File: src/hmbf_pkg.sv
// hmbf_pkg: constants, types and codes shared by the height map box filter
// used by the channel interfaces, the controller, the datapath and the top level
`timescale 1ns / 1ps

package hmbf_pkg;

  // sample and map geometry
  localparam int SampleBits = 16;
  localparam int MaxWidth   = 1024;
  localparam int MaxRows    = 1024;
  localparam int ColBits    = $clog2(MaxWidth);
  localparam int RowBits    = $clog2(MaxRows);
  localparam int OutColBits = 10;
  localparam int OutRowBits = 10;

  // configuration port
  localparam int CfgBits    = 11;
  localparam int CfgIdxBits = 4;
  localparam logic [CfgBits-1:0] MapDimReset = CfgBits'(513);

  typedef enum logic [CfgIdxBits-1:0] {
    CFG_MAP_WIDTH  = 0,
    CFG_MAP_HEIGHT = 1
  } cfg_reg_e;

  // arithmetic widths
  localparam int ColSumBits = SampleBits + 2;
  localparam int SumBits    = SampleBits + 4;
  localparam int QuotBits   = SampleBits + 1;
  localparam int Shift3     = SumBits + 2;
  localparam int Shift9     = SumBits + 4;
  localparam int RecipBits  = SumBits + 1;
  localparam int ProdBits   = SumBits + RecipBits;

  // rounded-up reciprocals, exact for every numerator below 2**SumBits
  localparam logic [RecipBits-1:0] Recip3 =
    RecipBits'(((64'd1 << Shift3) + 64'd2) / 64'd3);
  localparam logic [RecipBits-1:0] Recip9 =
    RecipBits'(((64'd1 << Shift9) + 64'd8) / 64'd9);

  typedef enum logic [2:0] {
    DIV_BY_1,
    DIV_BY_2,
    DIV_BY_3,
    DIV_BY_4,
    DIV_BY_6,
    DIV_BY_9
  } div_mode_e;

  // result kinds, in emission order; also the bit index of the pending mask
  typedef enum logic [1:0] {
    RES_UP_LEFT = 2'd0,
    RES_UP      = 2'd1,
    RES_LEFT    = 2'd2,
    RES_HERE    = 2'd3
  } res_kind_e;

  localparam int NumRes = 4;

  typedef enum logic [2:0] {
    ST_IDLE,
    ST_FETCH,
    ST_COLS,
    ST_TOTAL,
    ST_MUL,
    ST_EMIT
  } ctrl_state_e;

  typedef struct packed {
    logic      accept;
    logic      fetch;
    logic      cols;
    logic      total;
    logic      mul;
    logic      emit;
    logic      last;
    res_kind_e sel;
  } hmbf_cmd_t;

  typedef struct packed {
    logic              in_valid;
    logic              out_free;
    logic [NumRes-1:0] res_mask;
  } hmbf_stat_t;

endpackage

File: src/hmbf_ctrl.sv
// hmbf_ctrl: sequencer for one sample transaction and the results it causes
// depends on hmbf_pkg
`timescale 1ns / 1ps

module hmbf_ctrl (
  input  logic                   clk_i,
  input  logic                   rst_ni,
  input  hmbf_pkg::hmbf_stat_t   stat_i,
  output logic                   in_ready_o,
  output hmbf_pkg::hmbf_cmd_t    cmd_o
);
  import hmbf_pkg::*;

  ctrl_state_e       state_q, state_d;
  logic [NumRes-1:0] pend_q, pend_d;
  logic [NumRes-1:0] sel_bit;
  logic [NumRes-1:0] pend_rest;
  res_kind_e         sel;

  // lowest pending result goes first
  always_comb begin
    if (pend_q[RES_UP_LEFT]) begin
      sel = RES_UP_LEFT;
    end else if (pend_q[RES_UP]) begin
      sel = RES_UP;
    end else if (pend_q[RES_LEFT]) begin
      sel = RES_LEFT;
    end else begin
      sel = RES_HERE;
    end
  end

  assign sel_bit   = NumRes'(1) << sel;
  assign pend_rest = pend_q & ~sel_bit;

  always_ff @(posedge clk_i or negedge rst_ni) begin
    if (!rst_ni) begin
      state_q <= ST_IDLE;
      pend_q  <= '0;
    end else begin
      state_q <= state_d;
      pend_q  <= pend_d;
    end
  end

  always_comb begin
    state_d    = state_q;
    pend_d     = pend_q;
    in_ready_o = 1'b0;
    cmd_o      = '0;
    cmd_o.sel  = sel;
    cmd_o.last = (pend_rest == '0);
    unique case (state_q)
      ST_IDLE: begin
        in_ready_o = 1'b1;
        if (stat_i.in_valid) begin
          cmd_o.accept = 1'b1;
          state_d      = ST_FETCH;
        end
      end
      ST_FETCH: begin
        cmd_o.fetch = 1'b1;
        pend_d      = stat_i.res_mask;
        state_d     = (stat_i.res_mask == '0) ? ST_IDLE : ST_COLS;
      end
      ST_COLS: begin
        cmd_o.cols = 1'b1;
        state_d    = ST_TOTAL;
      end
      ST_TOTAL: begin
        cmd_o.total = 1'b1;
        state_d     = ST_MUL;
      end
      ST_MUL: begin
        cmd_o.mul = 1'b1;
        state_d   = ST_EMIT;
      end
      ST_EMIT: begin
        if (stat_i.out_free) begin
          cmd_o.emit = 1'b1;
          pend_d     = pend_rest;
          state_d    = (pend_rest == '0) ? ST_IDLE : ST_COLS;
        end
      end
      default: begin
        state_d = ST_IDLE;
      end
    endcase
  end

`ifndef SYNTHESIS
  a_accept_then_fetch: assert property (@(posedge clk_i) disable iff (!rst_ni)
    cmd_o.accept |=> state_q == ST_FETCH)
    else $error("sample transaction not followed by line store fetch");

  a_last_emit_idle: assert property (@(posedge clk_i) disable iff (!rst_ni)
    cmd_o.emit && cmd_o.last |=> state_q == ST_IDLE && pend_q == '0)
    else $error("results still pending after last emit");

  a_idle_no_pending: assert property (@(posedge clk_i) disable iff (!rst_ni)
    state_q == ST_IDLE |-> pend_q == '0)
    else $error("pending results left while idle");

  a_emit_selected_pending: assert property (@(posedge clk_i) disable iff (!rst_ni)
    cmd_o.emit |-> (pend_q & sel_bit) != '0)
    else $error("emit of a result that was not pending");
`endif

endmodule

File: config.mk
export PLATFORM = sky130hd
export DESIGN_NAME = hmbf_ctrl
export DESIGN_NICKNAME = d
export VERILOG_FILES = /design/src/hmbf_pkg.sv /design/src/hmbf_ctrl.sv
export SDC_FILE = /design/constraint.sdc
export NUM_CORES = 1
export LEC_CHECK = 0
export ABC_AREA = 1
export CAP_MARGIN = 30
export CORE_AREA = 2 2 39 41
export DETAILED_ROUTE_END_ITERATION = 8
export DIE_AREA = 0 0 41 43
export DONT_BUFFER_PORTS = 1
export SYNTH_ARGS = -nofsm -noshare
export SYNTH_HDL_FRONTEND = slang
export SYNTH_SLANG_ARGS = --single-unit
File: constraint.sdc
create_clock -name clk_i -period 1.65 [get_ports clk_i]
set_input_delay 0.165 -clock clk_i [delete_from_list [all_inputs] [get_ports clk_i]]
set_output_delay 0.165 -clock clk_i [all_outputs]
set_load 0.05 [all_outputs]
==> run_results.csv <==
group,metric,value,unit
final_layout,finalInstanceArea,573,um2
drt,avgViaCountPerCell,4.67,
sta,post-route-period-util,92.0,%
cts,root_buffer,"clkbuf_4",
drt,ant_nets,0,
drt,wl_per_cell,10.8,um
floorplanning,core,1380,um2
floorplanning,rows,14,
worst_setup_path,cp_max_fo,4,
sta,drv_slew,0,
final_layout,drive_gt1_share,24.7,%
final_layout,nets,86,
synth,yosysUniqueCellTypes,16,
cts,cts_sinks,7,
cts,htreeDepth,1,
hold_path,hold_class,"in -> reg",
global_routing,grt_max_degree,8,
placed_design,dpl.hpwl,817,um
global_routing,grt.total_usage,13.1,%
final_layout,antenna_cells,0,
placed_design,dpl_cell_area,537,um2
synth,ys_dominant_reg_cell,"dfrtp_1",
placed_design,dpl.cell_count,88,
global_routing,antenna_found_initial,0,
synth,synth_seq_area_share,41.3,%
placed_design,io_buffers,0,
floorplanning,initial_core_util,30.7,%
worst_setup_path,end_kind,"output pin",
cts,cts_tree,"done",
worst_setup_path,crit_required,1.48,ns
global_routing,grt_use_met2,20.0,%
final_layout,fin_cells,93,
global_routing,grt_pass1_vias,382,
synth,synthArstFlopShare,100,%
worst_setup_path,path_class,"reg -> out",
worst_setup_path,slowest_stage,"dfrtp_1",
cts,clkTransAtPathRegs,0.05,ns
global_routing,global_route.usage.met3,3.66,%
floorplanning,fp.dieH,43,um
sta,setup_violations,0,
worst_setup_path,critPathMaxStageDelay,0.41,ns
sta,clock.fmax,659,MHz
synth,yosysWarnings,0,
worst_setup_path,crit_buf_inv,2,
sta,finalClockSkew,0.00306,ns
worst_setup_path,crit_family,"flip-flops",
drt,dr.pass1.iters,4,
sta,fin_crit,1.52,ns
worst_setup_path,cp-start-kind,"flip-flop",
drt,drc,0,
cts,clockBufferDepth,2,
final_layout,n_fill_cell,145,
synth,synth_edf_count,0,
sta,rsz0062_at_grt,"no",
status,status,"complete, no violations",
final_layout,area_growth,35.1,%
synth,synth.avg_cell_area,6.73,um2
floorplanning,die_w,41,um
final_layout,seqCellArea,175,um2
global_routing,grt_pass1_wl,1.56,mm
placed_design,gp_congestion,0.736,
synth,ys_seq_elements,7,
synth,netlist_instances,63,
cts,cts_inserted_buffers,3,
sta,finalHoldViolations,0,
run,cap_violations,0,
drt,drt_iter0_drc,19,
drt,routed_wl,1.00,mm
final_layout,multi_input_area,224,um2
global_routing,grt_overflow,0,
synth,synth_nets,71,
floorplanning,dieArea,1760,um2
worst_setup_path,cp.arrival,1.35,ns
worst_setup_path,crit_path_cell_trace,"inv_1 > nand2_2 > nor2_1 > buf_4",
cts,postCtsResizedCells,0,
synth,synth_area,424,um2
drt,vias,434,
global_routing,use_met1,16.2,%
global_routing,busiest_layer,"met2",
sta,slew_headroom,72.3,%
cts,clk_latency,0.25,ns
sta,worst_pin_slew,0.415,ns
floorplanning,io_pins,18,
-- cells by family after synthesis --
kind of cell	count (synthesis)	share of synthesized area [%]
simple gates	35	33.6
flops	7	41.3
buf+inv	10	8.85
compound gates	11	16.2
-- what timing repair did --
item | in CTS | in global routing
buffers inserted | 0 | 0
endpoints found under the hold margin | 7 | 0
hold buffers | 1 | 0
-- area by class of cell --
cell class              count  area share (%)
repair buffers             10            15.7
inverters                  10            6.55
flip-flops and latches      7            30.6
multi-input cells          46            39.1
well taps                  16            3.49
clock buffers               4            4.59
-- sequential cells by signal (all words and copies together), names as in the netlist --
signal   flops
pend_q       4
state_q      3
-- cell usage in the layout, fill, tap and decap left out, drive strengths merged --
cell type	instances
a21oi	3
o21bai	1
nor3	2
clkbuf	4
o21ai	4
nand2	18
dlygate4sd3	1
inv	10
nand3	1
a31oi	1
o211ai	1
nor2	14
buf	9
a22o	1
dfrtp	7
-- metrics by stage --
step / TNS, ns / util [%] / setup WS [ns] / hold slack, ns
after CTS: 0 / 41.4 / 0.131 / 0.0556
after detailed placement: 0 / 38.8 / 0.411 / -0.130
final: 0 / 41.4 / 0.132 / 0.0542
after global placement: 0 / 38.8 / 0.416 / -0.130
after floorplan: -0.0265 / - / -0.0265 / -0.131
after global routing: 0 / 41.4 / 0.0607 / 0.0512
-- cells in the mapped netlist, types with 2 or more instances --
master | instances | share of area, %
nand2_1 | 17 | 15
nor2_1 | 14 | 12
dfrtp_1 | 7 | 41
o21ai_0 | 3 | 3.5
a21oi_1 | 2 | 2.4
nor3_1 | 2 | 2.4
inv_1 | 9 | 8.0
-- worst register-to-register path, stage by stage (launching register included) --
cell and delay (ns):
dfrtp_1 0.41, inv_1 0.16, nand2_2 0.08, a21oi_2 0.18, inv_1 0.11, a22o_1 0.19
-- worst paths after layout --
path	start	to	slack (ns)	depth (start not counted)
setup / recovery	state_q[1]$_DFFE_PN0P_	cmd_o[7]	0.13	4
hold / removal	stat_i[0]	pend_q[0]$_DFFE_PN0P_	0.05	1
setup reg to reg	state_q[1]$_DFFE_PN0P_	pend_q[0]$_DFFE_PN0P_	0.41	5
hold reg to reg	pend_q[3]$_DFFE_PN0P_	pend_q[3]$_DFFE_PN0P_	0.49	2
max in group asynchronous	rst_ni	state_q[1]$_DFFE_PN0P_	1.15	1
min in group asynchronous	rst_ni	pend_q[1]$_DFFE_PN0P_	0.25	1
-- routing by layer --
| metal | vias to the layer above | part of all wire, % |
|---|---|---|
| met1 | 188 | 43 |
| met5 | - | 0 |
| met4 | 0 | 0.30 |
| met3 | 2 | 6.6 |
| met2 | 16 | 50 |
| li1 | 228 | - |
Power is left out: the tool's default activity adds up to more than one toggle a clock period on the data nets, which glitch-free logic cannot reach.
